--- src/rtl/tams_pkg.sv ---
// Shared types and constants of the touch ADC trimmed-mean scaler.
// Used by the serial divider and the top level.
`timescale 1ns / 1ps
`default_nettype none

package tams_pkg;

  // Samples per group and the widths of the sample and drain counters.
  localparam int GROUP_SIZE = 5;
  localparam int CNT_W      = $clog2(GROUP_SIZE);
  localparam int DRAIN_W    = $clog2(GROUP_SIZE - 1);

  // Register and coordinate widths fixed by the register map.
  localparam int CFG_IDX_W = 3;
  localparam int CFG_W     = 12;
  localparam int COORD_W   = 12;
  localparam int GAIN_W    = 8;

  // Serial divider: dividend holds (high - mean) * gain.
  localparam int DIV_W   = COORD_W + GAIN_W;
  localparam int DCNT_W  = $clog2(DIV_W);

  localparam logic [COORD_W-1:0] COORD_MAX = '1;
  // The middle three samples are averaged.
  localparam int                 MEAN_DIV  = 3;

  // Register indexes.
  localparam logic [CFG_IDX_W-1:0] REG_X_LOW   = 3'd0;
  localparam logic [CFG_IDX_W-1:0] REG_Y_LOW   = 3'd1;
  localparam logic [CFG_IDX_W-1:0] REG_HIGH    = 3'd2;
  localparam logic [CFG_IDX_W-1:0] REG_X_GAIN  = 3'd3;
  localparam logic [CFG_IDX_W-1:0] REG_X_DIV   = 3'd4;
  localparam logic [CFG_IDX_W-1:0] REG_Y_GAIN  = 3'd5;
  localparam logic [CFG_IDX_W-1:0] REG_Y_DIV   = 3'd6;
  localparam logic [CFG_IDX_W-1:0] REG_OFF     = 3'd7;

  // Register reset values.
  localparam logic [CFG_W-1:0]  X_LOW_RST  = 12'd250;
  localparam logic [CFG_W-1:0]  Y_LOW_RST  = 12'd300;
  localparam logic [CFG_W-1:0]  HIGH_RST   = 12'd3800;
  localparam logic [GAIN_W-1:0] X_GAIN_RST = 8'd40;
  localparam logic [CFG_W-1:0]  X_DIV_RST  = 12'd355;
  localparam logic [GAIN_W-1:0] Y_GAIN_RST = 8'd24;
  localparam logic [CFG_W-1:0]  Y_DIV_RST  = 12'd350;
  localparam logic [CFG_W-1:0]  OFF_RST    = 12'd800;

  typedef enum logic [2:0] {
    ST_FILL,
    ST_DRAIN,
    ST_MEAN,
    ST_SCALE_GO,
    ST_SCALE_WAIT,
    ST_DONE
  } state_t;

endpackage

`default_nettype wire

--- src/rtl/touch_adc_trimmed_mean_scaler.sv ---
// Top level: five-sample trimmed mean of touch ADC beats, limit check and coordinate scaling.
// Depends on tams_pkg, tams_cell and tams_div.
//
//   port group   dir  fields (lowest bit first)
//   s_*          in   tdata: sample; tuser: axis
//   m_*          out  tdata: filtered, coordinate; tuser: axis_out, in_range
//   cfg_*        in   register write: index, data
//
// Sample beats enter one per cycle, while the input is open, into a chain of five sort cells.
// After the fifth beat the input stalls while the chain settles, the reciprocal multiply
// divides the middle sum by three, the 20-step serial divider for the scale is started
// and run, and the result is loaded. The result sits in an output register; the next
// group fills while it waits, and only the load stalls if it is still held.
// Reset is synchronous and restores the register defaults; no clearing pass.
`timescale 1ns / 1ps
`default_nettype none

module touch_adc_trimmed_mean_scaler
  import tams_pkg::*;
#(
  parameter int ADC_BITS = 12
) (
  input  wire logic                             clk,
  input  wire logic                             rst,
  input  wire logic                             s_tvalid,
  output logic                                  s_tready,
  input  wire logic [((ADC_BITS+7)/8)*8-1:0]    s_tdata,   // sample
  input  wire logic                             s_tuser,   // axis
  output logic                                  m_tvalid,
  input  wire logic                             m_tready,
  output logic [2*COORD_W-1:0]                  m_tdata,   // filtered, coordinate
  output logic [1:0]                            m_tuser,   // axis_out, in_range
  input  wire logic                             cfg_wen,
  input  wire logic [CFG_IDX_W-1:0]             cfg_index,
  input  wire logic [CFG_W-1:0]                 cfg_data
);

  localparam int SUM_W = ADC_BITS + 2;
  localparam int CMP_W = (ADC_BITS > COORD_W) ? ADC_BITS : COORD_W;
  // Division by three as a multiply by the rounded-up reciprocal; one spare bit of
  // shift keeps the result exact over the whole range of the sum.
  localparam int               RECIP_SH = SUM_W + 1;
  localparam logic [SUM_W-1:0] RECIP_3  =
    SUM_W'(((64'd1 << RECIP_SH) + MEAN_DIV - 1) / MEAN_DIV);

  // Configuration registers.
  logic [CFG_W-1:0]  x_low_limit, y_low_limit, high_limit;
  logic [GAIN_W-1:0] x_gain, y_gain;
  logic [CFG_W-1:0]  x_divisor, y_divisor, off_screen_code;

  always_ff @(posedge clk) begin
    if (rst) begin
      x_low_limit     <= X_LOW_RST;
      y_low_limit     <= Y_LOW_RST;
      high_limit      <= HIGH_RST;
      x_gain          <= X_GAIN_RST;
      x_divisor       <= X_DIV_RST;
      y_gain          <= Y_GAIN_RST;
      y_divisor       <= Y_DIV_RST;
      off_screen_code <= OFF_RST;
    end else if (cfg_wen) begin
      unique case (cfg_index)
        REG_X_LOW:  x_low_limit     <= cfg_data;
        REG_Y_LOW:  y_low_limit     <= cfg_data;
        REG_HIGH:   high_limit      <= cfg_data;
        REG_X_GAIN: x_gain          <= cfg_data[GAIN_W-1:0];
        REG_X_DIV:  x_divisor       <= cfg_data;
        REG_Y_GAIN: y_gain          <= cfg_data[GAIN_W-1:0];
        REG_Y_DIV:  y_divisor       <= cfg_data;
        REG_OFF:    off_screen_code <= cfg_data;
        default: ;
      endcase
    end
  end

  // Control state.
  state_t             state, state_next;
  logic [CNT_W-1:0]   sample_count;
  logic [DRAIN_W-1:0] drain_count;
  logic               group_axis;
  logic               s_accept;
  logic               last_sample;

  // Datapath.
  logic                 cell_clr;
  logic                 link_valid [GROUP_SIZE+1];
  logic [ADC_BITS-1:0]  link_value [GROUP_SIZE+1];
  logic [ADC_BITS-1:0]  cell_val   [GROUP_SIZE];
  logic [SUM_W-1:0]     mid_sum;
  logic [2*SUM_W-1:0]   mean_prod;
  logic [ADC_BITS-1:0]  mean;
  logic [CMP_W-1:0]     mean_w;
  logic [CFG_W-1:0]     low_sel, div_sel;
  logic [GAIN_W-1:0]    gain_sel;
  logic                 in_range;
  logic [COORD_W-1:0]   diff;
  logic [DIV_W-1:0]     product;
  logic [COORD_W-1:0]   coord;

  logic                 div_start;
  logic                 div_done;
  logic [DIV_W-1:0]     div_quot;
  logic                 load_out;

  assign s_accept    = s_tvalid && s_tready;
  assign last_sample = sample_count == CNT_W'(GROUP_SIZE - 1);

  assign link_valid[0] = s_accept;
  assign link_value[0] = s_tdata[ADC_BITS-1:0];

  for (genvar i = 0; i < GROUP_SIZE; i++) begin : g_cell
    tams_cell #(.W(ADC_BITS)) u_cell (
      .clk       (clk),
      .rst       (rst),
      .clr       (cell_clr),
      .in_valid  (link_valid[i]),
      .in_value  (link_value[i]),
      .out_valid (link_valid[i+1]),
      .out_value (link_value[i+1]),
      .held      (cell_val[i])
    );
  end

  // Cells hold the group in ascending order; the middle three are kept.
  assign mid_sum = SUM_W'(cell_val[1]) + SUM_W'(cell_val[2]) + SUM_W'(cell_val[3]);
  assign mean_prod = (2*SUM_W)'(mid_sum) * (2*SUM_W)'(RECIP_3);

  always_comb begin
    if (group_axis) begin
      low_sel  = y_low_limit;
      gain_sel = y_gain;
      div_sel  = y_divisor;
    end else begin
      low_sel  = x_low_limit;
      gain_sel = x_gain;
      div_sel  = x_divisor;
    end
  end

  assign mean_w   = CMP_W'(mean);
  assign in_range = (mean_w >= CMP_W'(low_sel)) && (mean_w <= CMP_W'(high_limit));
  assign diff     = high_limit - mean_w[COORD_W-1:0];
  assign product  = DIV_W'(diff) * DIV_W'(gain_sel);

  always_comb begin
    if (!in_range) begin
      coord = off_screen_code;
    end else if (div_sel == '0) begin
      coord = COORD_MAX;
    end else if (|div_quot[DIV_W-1:COORD_W]) begin
      coord = COORD_MAX;
    end else begin
      coord = div_quot[COORD_W-1:0];
    end
  end

  tams_div u_div (
    .clk      (clk),
    .rst      (rst),
    .start    (div_start),
    .dividend (product),
    .divisor  (div_sel),
    .done     (div_done),
    .quotient (div_quot)
  );

  // Next state.
  always_comb begin
    state_next = state;
    unique case (state)
      ST_FILL:       if (s_accept && last_sample) state_next = ST_DRAIN;
      ST_DRAIN:      if (drain_count == DRAIN_W'(GROUP_SIZE - 2)) state_next = ST_MEAN;
      ST_MEAN:       state_next = ST_SCALE_GO;
      ST_SCALE_GO:   state_next = ST_SCALE_WAIT;
      ST_SCALE_WAIT: if (div_done) state_next = ST_DONE;
      ST_DONE:       if (!m_tvalid || m_tready) state_next = ST_FILL;
      default:       state_next = ST_FILL;
    endcase
  end

  // Outputs of the controller.
  always_comb begin
    s_tready  = 1'b0;
    cell_clr  = 1'b0;
    div_start = 1'b0;
    load_out  = 1'b0;
    unique case (state)
      ST_FILL: begin
        s_tready = 1'b1;
        cell_clr = s_tvalid && (sample_count == '0);
      end
      ST_SCALE_GO: begin
        div_start = 1'b1;
      end
      ST_DONE: begin
        load_out = !m_tvalid || m_tready;
      end
      default: ;
    endcase
  end

  always_ff @(posedge clk) begin
    if (rst) begin
      state        <= ST_FILL;
      sample_count <= '0;
      drain_count  <= '0;
      group_axis   <= 1'b0;
    end else begin
      state <= state_next;
      if (s_accept) begin
        if (sample_count == '0) begin
          group_axis <= s_tuser;
        end
        sample_count <= last_sample ? '0 : sample_count + 1'b1;
      end
      if (state == ST_DRAIN) begin
        drain_count <= drain_count + 1'b1;
      end else begin
        drain_count <= '0;
      end
    end
  end

  always_ff @(posedge clk) begin
    if (state == ST_MEAN) begin
      mean <= mean_prod[RECIP_SH +: ADC_BITS];
    end
  end

  // Output register.
  always_ff @(posedge clk) begin
    if (rst) begin
      m_tvalid <= 1'b0;
    end else if (load_out) begin
      m_tvalid <= 1'b1;
    end else if (m_tready) begin
      m_tvalid <= 1'b0;
    end
  end

  always_ff @(posedge clk) begin
    if (load_out) begin
      m_tdata <= {coord, mean_w[COORD_W-1:0]};
      m_tuser <= {in_range, group_axis};
    end
  end

`ifndef SYNTHESIS
  // The chain must hold the group in ascending order once it has settled.
  assert property (@(posedge clk) disable iff (rst)
    state == ST_MEAN |-> (cell_val[0] <= cell_val[1] && cell_val[1] <= cell_val[2] &&
                          cell_val[2] <= cell_val[3] && cell_val[3] <= cell_val[4]))
    else $error("sort chain out of order");

  // Five values never overflow the last cell.
  assert property (@(posedge clk) disable iff (rst) !link_valid[GROUP_SIZE])
    else $error("value pushed out of the sort chain");

  // The fifth beat of a group closes the input until the result is loaded.
  assert property (@(posedge clk) disable iff (rst)
    (s_accept && last_sample) |=> !s_tready)
    else $error("input open after the last beat of a group");

  // The divider only finishes while the controller waits for it.
  assert property (@(posedge clk) disable iff (rst)
    div_done |-> state == ST_SCALE_WAIT)
    else $error("divider result arrived unexpectedly");
`endif

endmodule

`default_nettype wire

--- src/rtl/tams_cell.sv ---
// One cell of the insertion sort chain: keeps the smaller value, passes the larger on.
// Standalone; chained by the top level.
`timescale 1ns / 1ps
`default_nettype none

module tams_cell #(
  parameter int W = 12
) (
  input  wire logic         clk,
  input  wire logic         rst,
  input  wire logic         clr,
  input  wire logic         in_valid,
  input  wire logic [W-1:0] in_value,
  output logic              out_valid,
  output logic [W-1:0]      out_value,
  output logic [W-1:0]      held
);

  logic full;
  logic keep_in;

  assign keep_in = in_value < held;

  always_ff @(posedge clk) begin
    if (rst) begin
      full      <= 1'b0;
      out_valid <= 1'b0;
    end else if (clr) begin
      // A new group starts: earlier contents count as empty.
      full      <= in_valid;
      out_valid <= 1'b0;
      if (in_valid) begin
        held <= in_value;
      end
    end else if (in_valid) begin
      if (!full) begin
        full      <= 1'b1;
        held      <= in_value;
        out_valid <= 1'b0;
      end else begin
        held      <= keep_in ? in_value : held;
        out_value <= keep_in ? held : in_value;
        out_valid <= 1'b1;
      end
    end else begin
      out_valid <= 1'b0;
    end
  end

endmodule

`default_nettype wire

--- src/rtl/tams_div.sv ---
// Restoring divider, one quotient bit per cycle, for the coordinate scale.
// Depends on tams_pkg for widths.
`timescale 1ns / 1ps
`default_nettype none

module tams_div
  import tams_pkg::*;
(
  input  wire logic               clk,
  input  wire logic               rst,
  input  wire logic               start,
  input  wire logic [DIV_W-1:0]   dividend,
  input  wire logic [COORD_W-1:0] divisor,
  output logic                    done,
  output logic [DIV_W-1:0]        quotient
);

  logic                 busy;
  logic [DCNT_W-1:0]    cnt;
  logic [DIV_W-1:0]     dvd;
  logic [COORD_W-1:0]   rem;
  logic [COORD_W-1:0]   dsr;
  logic [COORD_W:0]     trial;
  logic                 qbit;
  logic [COORD_W-1:0]   rem_next;

  always_comb begin
    trial = {rem, dvd[DIV_W-1]};
    qbit  = trial >= {1'b0, dsr};
    if (qbit) begin
      rem_next = COORD_W'(trial - {1'b0, dsr});
    end else begin
      rem_next = trial[COORD_W-1:0];
    end
  end

  // Quotient bits shift into the dividend register from the bottom.
  assign quotient = dvd;

  always_ff @(posedge clk) begin
    if (rst) begin
      busy <= 1'b0;
      done <= 1'b0;
      cnt  <= '0;
    end else begin
      done <= 1'b0;
      if (start) begin
        busy <= 1'b1;
        cnt  <= '0;
        dvd  <= dividend;
        dsr  <= divisor;
        rem  <= '0;
      end else if (busy) begin
        rem <= rem_next;
        dvd <= {dvd[DIV_W-2:0], qbit};
        cnt <= cnt + 1'b1;
        if (cnt == DCNT_W'(DIV_W - 1)) begin
          busy <= 1'b0;
          done <= 1'b1;
        end
      end
    end
  end

endmodule

`default_nettype wire

--- config.mk ---
export PLATFORM = sky130hd
export DESIGN_NAME = touch_adc_trimmed_mean_scaler
export DESIGN_NICKNAME = d
export VERILOG_FILES = /design/src/rtl/tams_pkg.sv /design/src/rtl/touch_adc_trimmed_mean_scaler.sv /design/src/rtl/tams_cell.sv /design/src/rtl/tams_div.sv
export SDC_FILE = /design/constraint.sdc
export NUM_CORES = 1
export LEC_CHECK = 0
export BUFFER_PORTS_ARGS = -buffer_cell sky130_fd_sc_hd__buf_2
export CORE_MARGIN = 4
export CORE_UTILIZATION = 50
export DETAILED_ROUTE_END_ITERATION = 7
export MAX_ROUTING_LAYER = met4
export PLACE_DENSITY = 0.71
export SKIP_CTS_REPAIR_TIMING = 1
export SLEW_MARGIN = 5
export SYNTH_ARGS = -nofsm -noshare
export SYNTH_HDL_FRONTEND = slang
export SYNTH_SLANG_ARGS = --single-unit
--- constraint.sdc ---
create_clock -name clk -period 19.4 [get_ports clk]
set_clock_uncertainty 0.05 [all_clocks]
set_input_delay 1.94 -clock clk [delete_from_list [all_inputs] [get_ports clk]]
set_output_delay 1.94 -clock clk [all_outputs]
set_load 0.02 [all_outputs]
# Word-level counts from Yosys, hierarchy flattened
# Index checks and enable logic that the tools add are counted.
[word_totals] in_bits=37 regBits=278 wordCells=184
[classes] multipliers=2 order_cmp=7 n_reduce_logical=42 add_sub_neg=7 mux=60 n_bitwise=7 eq_ne=23
[ops] operator="$mux W12" count=30
[ops] operator="$lt A12 B12 Y1" count=4
[ops] operator="$mux W20" count=2
[ops] operator="$mul A14 B14 Y27 const B" count=1
[ops] operator="$sub A12 B12 Y12" count=2
[ops] operator="$reduce_and A2 Y1" count=11
[ops] operator="$eq A3 B3 Y1 const B" count=7
[ops] operator="$mux W1" count=21
[ops] operator="$mul A12 B8 Y20" count=1
[ops] operator="$pmux W3 S6" count=1
[ops] operator="$reduce_and A4 Y1" count=4
[ops] operator="$mux W3" count=5
[ops] operator="$add A13 B12 Y14" count=1
[ops] operator="$add A12 B12 Y13" count=1
[ops] operator="$ge A13 B12 Y1" count=1
[ops] operator="$eq A3 B2 Y1 const B" count=4
[ops] operator="$ge A12 B12 Y1" count=1
[ops] operator="$le A12 B12 Y1" count=1
[ops] operator="$logic_not A12 Y1" count=1
[ops] operator="$ne A3 B3 Y1 const B" count=4
[ops] operator="$reduce_and A3 Y1" count=4
[ops] operator="$reduce_bool A2 Y1" count=6
[ops] operator="$reduce_or A3 Y1" count=4
[ops] operator="$logic_not A3 Y1" count=3
[ops] operator="other kinds (15)" count=28

# Logic depth before layout (Yosys ltp)
# Gate-level depths: netlist of run 1.
[logic_depth] ltp_word=6 ltp_mapped=31 ltp_nobuf=31

# Cells and area by module
# A second synthesis of run 1 with hierarchy kept.
[unflattened] hier_cells=1957 hier_area_um2=20631.0
[by_module_without_submodules] module="touch_adc_trimmed_mean_scaler" area_per_inst_um2=12971.2 seq_area_each_um2=3103.0 cells_per_inst=1408 n_inst=1
[by_module_without_submodules] module="tams_cell" area_per_inst_um2=1253.7 seq_area_each_um2=760.7 cells_per_inst=85 n_inst=4
[by_module_without_submodules] module="tams_div" area_per_inst_um2=2645.0 seq_area_each_um2=1461.4 cells_per_inst=209 n_inst=1

# Least setup slack after synthesis of run 1
# No wires, ideal clock.
[synth_timing] path_type="register to register" start="register g_cell[3].u_cell.held[2]" end="register mean[11], data pin" period_less_slack_ns=7.119 n_path_buf=0 setup_ns=0.267 arrival_ns=6.802 path_stages_with_launch=28 path_slack_ns=12.281 required_time_ns=19.083 cell_sequence="edfxtp_1 > fa_1 > ha_1 > a21o_1 > a21oi_1 > o21ai_0 > a31oi_1 > nor2b_1 > o21a_1 > nor2_1 > xnor2_1 > ha_1 > ha_1 > inv_1 > fa_1 > inv_1 > fa_1 > fa_1 > ha_1 > ha_1 > a21o_1 > a21oi_1 > nand2b_1 > o31ai_4 > a31oi_2 > a211oi_2 > xnor2_1 > xnor2_1"
[synth_between] elab_chain_cells=2
[synth_rtl] element="start, declared" line="tams_cell.sv:16" source="output logic [W-1:0] held"
[synth_rtl] element="start signal, assigned" line="tams_cell.sv:33" source="held <= in_value;"
[synth_rtl] element="start signal, assigned" line="tams_cell.sv:38" source="held <= in_value;"
[synth_rtl] element="start signal, assigned" line="tams_cell.sv:41" source="held <= keep_in ? in_value : held;"
[synth_rtl] element="$add A13 B12 Y14" line="touch_adc_trimmed_mean_scaler.sv:125" source="assign mid_sum = SUM_W'(cell_val[1]) + SUM_W'(cell_val[2]) + SUM_W'(cell_val[3]);"
[synth_rtl] element="$mul A14 B14 Y27" line="touch_adc_trimmed_mean_scaler.sv:126" source="assign mean_prod = (2*SUM_W)'(mid_sum) * (2*SUM_W)'(RECIP_3);"
[synth_rtl] element="net mean_prod[26]" line="touch_adc_trimmed_mean_scaler.sv:90" source="logic [2*SUM_W-1:0] mean_prod;"
[synth_rtl] element="end signal, assigned" line="touch_adc_trimmed_mean_scaler.sv:226" source="mean <= mean_prod[RECIP_SH +: ADC_BITS];"
[synth_rtl] element="end, declared" line="touch_adc_trimmed_mean_scaler.sv:91" source="logic [ADC_BITS-1:0] mean;"
# The timed path passes the listed nets, and every way through them passes these cells.
# A chain may end at the register's enable or synchronous reset.

# Worst setup path after layout of run 1
[layout_timing] start="register g_cell[1].u_cell.held[1]" end="register mean[11], data pin"
[layout_between] elab_chain_cells=3
[layout_rtl] element="start, declared" line="tams_cell.sv:16"
[layout_rtl] element="start signal, assigned" line="tams_cell.sv:33"
[layout_rtl] element="start signal, assigned" line="tams_cell.sv:38"
[layout_rtl] element="start signal, assigned" line="tams_cell.sv:41"
[layout_rtl] element="$add A12 B12 Y13" line="touch_adc_trimmed_mean_scaler.sv:125"
[layout_rtl] element="$add A13 B12 Y14" line="touch_adc_trimmed_mean_scaler.sv:125"
[layout_rtl] element="$mul A14 B14 Y27" line="touch_adc_trimmed_mean_scaler.sv:126"
[layout_rtl] element="net mean_prod[26]" line="touch_adc_trimmed_mean_scaler.sv:90"
# The timed path passes the listed nets, and every way through them passes these cells.

==> results by group, run 1 <==
Status
  • Status: completed

Worst setup path
  • Setup crit start: g_cell[1].u_cell.held[1]
  • CP required: 19.63 ns
  • Critical Path Source Type: register
  • Crit Path Class: reg -> reg
  • Critical Path Sink Type: register
  • R2r setup slk: 11.55 ns
  • Crit-path slowest cell: fa_1
  • Largest fanout on the critical path: 5
  • Worst R2R Start: g_cell[1].u_cell.held[1]
  • Largest stage delay, worst path: 0.55 ns
  • Cell mode on critical path: inv_1
  • Data arrival, critical path: 8.07 ns

Timing
  • Total negative slack: 0 ns
  • Final slew viol count: 0
  • Period utilization: 0.4045
  • Worst-margin pin slew: 1.186 ns
  • Relative slew slack: 0.2094
  • Tmin final: 7.847 ns
  • Final setup vio count: 0
  • Setup ws final: 11.55 ns
  • RSZ-0062 raised after global routing: no
  • Final hold violations: 0
  • Fmax: 127.4 MHz

Clock tree
  • CTS sink cnt: 278
  • Root buffer cell: clkbuf_16
  • Worst-Skew Late Latency: 0.56 ns
  • CTS tree: done
  • Clock slew at the register clock pins of the worst setup and hold paths: 0.06 ns
  • H-tree Lvls: 1
  • CTS max path bufs: 3
  • CTS Buf Count: 30

Floorplan
  • Core area: 0.03910 sq mm
  • Initial core utilization: 0.5111
  • # rows: 72
  • Die Area: 0.04323 sq mm
  • Die Ht: 207.9 um
  • Top Ports: 65
  • Die Width: 207.9 um

Logic synthesis
  • Yosys reg bits: 278
  • Ys async rst share: 0
  • Post-synthesis xor/xnor area fraction: 0.02843
  • Multiplexer area fraction after synthesis: 0.04627
  • YS warnings: 0
  • Syn Inst Count: 1998
  • Adder-cell share of the synthesized area: 0.2685
  • Syn nets: 2387
  • Dominant synthesized flop cell: edfxtp_1
  • Count of cell types in the netlist: 76
  • Largest family of logic cells by synthesized area: adder cells
  • Register area share after synthesis: 0.3617
  • Simple-gate portion of the synthesized area: 0.1356
  • Mapped Avg Cell Area: 10.00 sq um
  • Mapped Area: 0.01998 sq mm
  • Complex-gate fraction of the synthesized area: 0.09800
  • EDFF count, synth: 166

Global route
  • Total gr overflow: 0
  • Initial antenna violation count: 4
  • Pin count of the biggest net entering global routing: 83
  • First-pass GRT wire length: 72730 um
  • Total Routing Usage GR: 0.2079
  • Vias in the first global route: 14370

Power
  • P_leak: 9.611 nW
  • Power per cell area: 78.85 mW/mm^2
  • Total power: 1.725 mW
  • Worst vdd ir: 0.07172 mV

Final layout
  • Layout cells sized above 1: 0.09218
  • Area delta synth->final: 9.518%
  • Non-Filler Instances: 2594
  • Storage cell area: 0.007228 sq mm
  • Fillers: 3389
  • Fin area: 0.02188 sq mm
  • Area of the multi-input gates: 0.01155 sq mm
  • Final nets: 2437

Min path
  • Hold_sp: drain_count[0]
  • Worst min-delay path class: reg -> reg

Placement
  • Place WS: 11.58 ns
  • # placed instances: 2534
  • Buffers added on ports: 60
  • DP HPWL: 34600 um
  • GP Congestion: 0.9057
  • Placed Area: 0.02084 sq mm

Run
  • Max cap viols: 0

Route
  • Post-DRT Antenna Nets: 0
  • # DRC: 0
  • Post-DR vias/cell: 5.471
  • Initial DRC count: 677
  • Wirelength per Cell: 17.13 um
  • Drt first pass iters: 5
  • Post-Route WL: 44440 um
  • DR vias: 14190
[metrics by stage]
stage               hold slack (ns)  utilization
CTS                          0.3932       0.5595
detailed placement           0.3739       0.5329
floorplan                    0.3572            -
global route                 0.3990       0.5597
global placement             0.3665       0.5329
finish                       0.3911       0.5597
[kinds of logic (layout without fill, tap and decap cells)]
logic type,count (synthesis),count (layout)
DFF,278,278
other,0,4
muxes,88,88
and+or+nand+nor,592,592
adders and majority gates,352,352
AOI/OAI and AO/OA,304,304
buffers and inverters,320,394
xor gates and xnor gates,64,64
[flip-flops by register name (all words and copies together), names as in the netlist, 2 cells and up]
name	flops
m_tdata	24
x_gain	8
state	3
u_div.dsr	12
g_cell.u_cell.out_valid	3
off_screen_code	12
u_div.cnt	5
x_low_limit	12
g_cell.u_cell.held	48
drain_count	2
high_limit	12
mean	12
u_div.quotient	20
x_divisor	12
g_cell.u_cell.full	4
g_cell.u_cell.out_value	36
y_low_limit	12
y_gain	8
y_divisor	12
u_div.rem	12
sample_count	3
m_tuser	2
[power breakdown]
part           internal [mW]  switching, mW
Combinational          0.202          0.282
Sequential             0.642        0.00588
Clock                  0.351          0.243
Total                   1.19          0.531
[Yosys cell counts, types with 3 or more instances]
| master | count | area share |
|---|---|---|
| nor3b_1 | 5 | 0.0019 |
| and2_1 | 10 | 0.0031 |
| nand2_1 | 275 | 0.052 |
| buf_1 | 5 | 0.00094 |
| nand3b_1 | 29 | 0.011 |
| o221ai_1 | 3 | 0.0013 |
| o21a_1 | 19 | 0.0071 |
| or3_1 | 5 | 0.0016 |
| o21ai_0 | 67 | 0.017 |
| o21ai_1 | 5 | 0.0013 |
| nor4b_1 | 3 | 0.0013 |
| nand4_1 | 11 | 0.0034 |
| mux2_2 | 35 | 0.020 |
| mux2i_1 | 53 | 0.027 |
| a21o_1 | 27 | 0.010 |
| fa_1 | 128 | 0.13 |
| a21oi_1 | 98 | 0.025 |
| o21bai_1 | 4 | 0.0015 |
| nor4_1 | 7 | 0.0022 |
| nor2b_1 | 32 | 0.010 |
| nand3_1 | 15 | 0.0038 |
| a31oi_1 | 7 | 0.0022 |
| inv_1 | 261 | 0.049 |
| xnor2_1 | 43 | 0.019 |
| o31ai_1 | 3 | 0.0011 |
| nand2b_1 | 27 | 0.0085 |
| buf_2 | 5 | 0.0013 |
| xor2_1 | 20 | 0.0088 |
| o2111ai_1 | 5 | 0.0022 |
| a211oi_1 | 16 | 0.0060 |
| clkbuf_1 | 41 | 0.0077 |
| edfxtp_1 | 166 | 0.25 |
| a211o_1 | 10 | 0.0044 |
| nor2_1 | 126 | 0.024 |
| o31a_1 | 5 | 0.0022 |
| ha_1 | 224 | 0.14 |
| dfxtp_1 | 112 | 0.11 |
| or2_2 | 7 | 0.0022 |
| o211ai_1 | 4 | 0.0015 |
| nor3_1 | 30 | 0.0075 |
| clkbuf_2 | 5 | 0.0013 |
[placed cells by master, fill, tap and decap left out, types with 30 or more instances in the layout]
cell / count
a21oi_1: 98
buf_2: 59
clkbuf_16: 32
dfxtp_1: 111
edfxtp_1: 166
fa_1: 128
ha_1: 224
inv_1: 262
mux2_2: 35
mux2i_1: 53
nand2_1: 275
nor2_1: 124
nor2b_1: 32
nor3_1: 30
o21ai_0: 67
xnor2_1: 43
[path summary, 6_finish.rpt]
kind,cells after the start,to
hold reg to reg,1,drain_count[0]
setup / recovery,28,mean[11]
hold / removal,1,drain_count[0]
setup reg to reg,28,mean[11]
[routing by layer]
layer  up-vias  routed length, um  track usage
li1       6882                  -            -
met1      6946              19280       0.2660
met2       289              22250       0.3530
met3        75               1874      0.03028
met4         0               1030      0.04915
met5         -                  0            -
[cell type report]
cell class / instances / share of cell area
sequential: 278 / 0.3303
clock buffer: 41 / 0.04088
timing repair buffer: 77 / 0.01967
antenna: 4 / 0.0004574
clock inverter: 15 / 0.006575
inverter: 261 / 0.04477
multi-input combinational: 1400 / 0.5277
tap: 518 / 0.02962
[worst max-delay path, delay by kind of cell, from the launching register on]
kind                       cells  cell delay (ns)
buffers and inverters          6             0.60
DFF                            1             0.36
xor gates and xnor gates       4             0.89
AOI/OAI and AO/OA              7             1.81
and+or+nand+nor                2             0.30
adders and majority gates      9             3.56
(Power assumes the default switching activity.)
==> run 2: changes to the inputs <==
--- a/config.mk
+++ b/config.mk
@@ -5,12 +5,13 @@
 export SDC_FILE = /design/constraint.sdc
 export NUM_CORES = 1
 export LEC_CHECK = 0
+export ABC_AREA = 1
 export BUFFER_PORTS_ARGS = -buffer_cell sky130_fd_sc_hd__buf_2
 export CORE_MARGIN = 4
 export CORE_UTILIZATION = 50
 export DETAILED_ROUTE_END_ITERATION = 7
 export MAX_ROUTING_LAYER = met4
-export PLACE_DENSITY = 0.71
+export PLACE_DENSITY = 0.74
 export SKIP_CTS_REPAIR_TIMING = 1
 export SLEW_MARGIN = 5
 export SYNTH_ARGS = -nofsm -noshare
==> constraint.sdc (replaced) <==
create_clock -name clk -period 6.89 [get_ports clk]
set_clock_uncertainty 0.05 [all_clocks]
set_input_delay 0.689 -clock clk [delete_from_list [all_inputs] [get_ports clk]]
set_output_delay 0.689 -clock clk [all_outputs]
set_load 0.02 [all_outputs]
==> run 2 against run 1 <==
Against the previous run:
- worst setup slack got worse by 11 ns
- highest routed layer unchanged
- critical endpoint unchanged
- first-iteration DRC count rose by 71%
- combinational power rose to 7.9 times the previous value
- final area rose by 4.7%
- register-to-register slack got worse by 11 ns
- sequential power rose to 2.9 times the previous value
- synthesized area rose by 5.3%
==> results by group, run 2 <==
Status
  • Status: completed

Worst setup path
  • R2r setup slk: 0.34 ns
  • Worst Path Buf+Inv: 6
  • Worst R2R Start: g_cell[3].u_cell.held[3]
  • R2R Path End: mean[11]
  • Largest fanout on the critical path: 5
  • Cell mode on critical path: nand2_1
  • CP delay by family, top: adder cells
  • Crit Path Class: reg -> reg
  • Crit-path slowest cell: fa_1
  • Critical Path Source Type: register
  • Critical Path Sink Type: register
  • Worst R2R Path Depth: 30
  • CP required: 7.14 ns
  • Data arrival, critical path: 6.80 ns
  • Largest stage delay, worst path: 0.60 ns

Min path
  • Worst hold path stage count: 1
  • Worst min-delay path class: in -> reg
  • Hold path endpoint: g_cell[0].u_cell.held[7]
  • Hold_sp: s_tdata[7]

Floorplan
  • Die Width: 213.1 um
  • Core area: 0.04120 sq mm
  • Top Ports: 65
  • # rows: 74
  • Die Ht: 213.1 um
  • Die Area: 0.04542 sq mm
  • Initial core utilization: 0.5106

Final layout
  • Core Util, Final: 0.5558
  • Largest regs: g_cell.u_cell.held x48, g_cell.u_cell.out_value x36, m_tdata x24
  • Storage cell area: 0.007228 sq mm
  • Max FFs per register: 48
  • Most frequent cells in the layout: 578 x nand2_1, 423 x inv_1, 258 x nor2_1
  • Area delta synth->final: 8.868%
  • Area of the multi-input gates: 0.01196 sq mm
  • Fillers: 3752
  • Final nets: 2991
  • Largest register by flop count: g_cell.u_cell.held
  • Most common cell after layout, fill and taps aside: nand2_1
  • Layout cells sized above 1: 0.07121
  • Fin area: 0.02290 sq mm
  • Non-Filler Instances: 3159

Placement
  • DP HPWL: 39450 um
  • GP Congestion: 0.9350
  • Buffers added on ports: 60
  • Placed Area: 0.02185 sq mm
  • # placed instances: 3102

Timing
  • Final setup vio count: 0
  • Relative slew slack: 0.1683
  • Period utilization: 0.9504
  • Tmin final: 6.548 ns
  • Final hold violations: 0
  • Fmax: 152.7 MHz
  • Final slew viol count: 0
  • RSZ-0062 raised after global routing: yes
  • Total negative slack: 0 ns
  • Worst-margin pin slew: 1.243 ns

Logic synthesis
  • Count of cell types in the netlist: 45
  • Complex-gate fraction of the synthesized area: 0.08160
  • Multiplexer area fraction after synthesis: 0.005234
  • Most frequent cell after synthesis: nand2_1
  • Dominant synthesized flop cell: edfxtp_1
  • Syn Inst Count: 2550
  • Yosys reg bits: 278
  • Synth area leader: edfxtp_1
  • Synth top area cells: edfxtp_1 24%, ha_1 13%, fa_1 12%
  • Syn nets: 2939
  • Mapped Avg Cell Area: 8.250 sq um
  • YS warnings: 0
  • Adder-cell share of the synthesized area: 0.2550
  • Post-synthesis xor/xnor area fraction: 0.01529
  • Ys async rst share: 0
  • Yosys top cell area share: 0.2370
  • Mapped Area: 0.02104 sq mm
  • EDFF count, synth: 166
  • Simple-gate portion of the synthesized area: 0.2079
  • Largest family of logic cells by synthesized area: adder cells
  • Register area share after synthesis: 0.3435
  • Synth top cells by count: 579 x nand2_1, 423 x inv_1, 259 x nor2_1

Route
  • Initial DRC count: 1155
  • # DRC: 0
  • Post-Route WL: 49520 um
  • DR vias: 16680
  • Drt first pass iters: 8
  • Wirelength per Cell: 15.68 um
  • Post-DR vias/cell: 5.279
  • Post-DRT Antenna Nets: 0

Global route
  • Total gr overflow: 0
  • Total Routing Usage GR: 0.2249
  • Initial antenna violation count: 1
  • Pin count of the biggest net entering global routing: 97
  • First-pass GRT wire length: 81130 um
  • Vias in the first global route: 16510

Clock tree
  • CTS max path bufs: 3
  • H-tree Lvls: 1
  • Worst-Skew Late Latency: 0.56 ns
  • CTS sink cnt: 278
  • Clock slew at the register clock pins of the worst setup and hold paths: 0.06 ns
  • CTS Buf Count: 30
  • CTS tree: done
  • Root buffer cell: clkbuf_16

Power
  • Worst vdd ir: 0.2187 mV
  • Power per cell area: 318.9 mW/mm^2
  • P_leak: 11.14 nW

Run
  • Max cap viols: 0
## run 2: logic make-up after synthesis
logic type                 Yosys count
buffers and inverters              494
and+or+nand+nor                   1059
DFF                                278
xor gates and xnor gates            35
adders and majority gates          352
muxes                               11
AOI/OAI and AO/OA                  321
## run 2: worst max-delay path by stage
stage | from | endpoint | slack (ns) | depth (start not counted)
detailed placement | g_cell[2].u_cell.held[1] | mean[11] | 0.23 | 31
global placement | g_cell[3].u_cell.held[3] | mean[11] | 0.29 | 28
CTS | g_cell[3].u_cell.held[3] | mean[11] | 0.21 | 28
floorplan | g_cell[3].u_cell.held[3] | mean[11] | 0.63 | 28
finish | g_cell[3].u_cell.held[3] | mean[11] | 0.34 | 30
global route | g_cell[3].u_cell.held[3] | mean[9] | 0.006 | 27
## run 2: power breakdown
part	total, mW	internal (mW)	switching (mW)
registers	1.90	1.87	0.0379
logic	3.82	1.42	2.40
clock network	1.58	0.921	0.664
## run 2: layout make-up
type / count / area share
clock inverters: 9 / 0.002841
inverters: 440 / 0.07212
flip-flops and latches: 278 / 0.3156
clock buffers: 47 / 0.04016
multi-input cells: 1778 / 0.5224
repair buffers: 74 / 0.01770
well taps: 532 / 0.02906
diodes: 1 / 0.0001093
## run 2: stage by stage
| step | setup WS, ns | hold WS (ns) | power (mW) |
|---|---|---|---|
| finish | 0.3416 | 0.2927 | 7.304 |
| global route | 0.006021 | 0.2756 | 7.989 |
| CTS | 0.2135 | 0.2694 | 7.266 |
| detailed placement | 0.2317 | 0.3849 | 5.648 |
| global placement | 0.2914 | 0.3563 | 5.588 |
| floorplan | 0.6281 | 0.3474 | 4.772 |
## run 2: layer usage
layer  part of all wire  vias up  routed length [um]  GRT usage
met5                  0        -                   0          -
met4              0.024        0                1170    0.04865
met2               0.51      343               25400     0.3957
met1               0.42     7972               20980     0.2843
met3              0.040       67                1972    0.02116
li1                   -     8294                   -          -
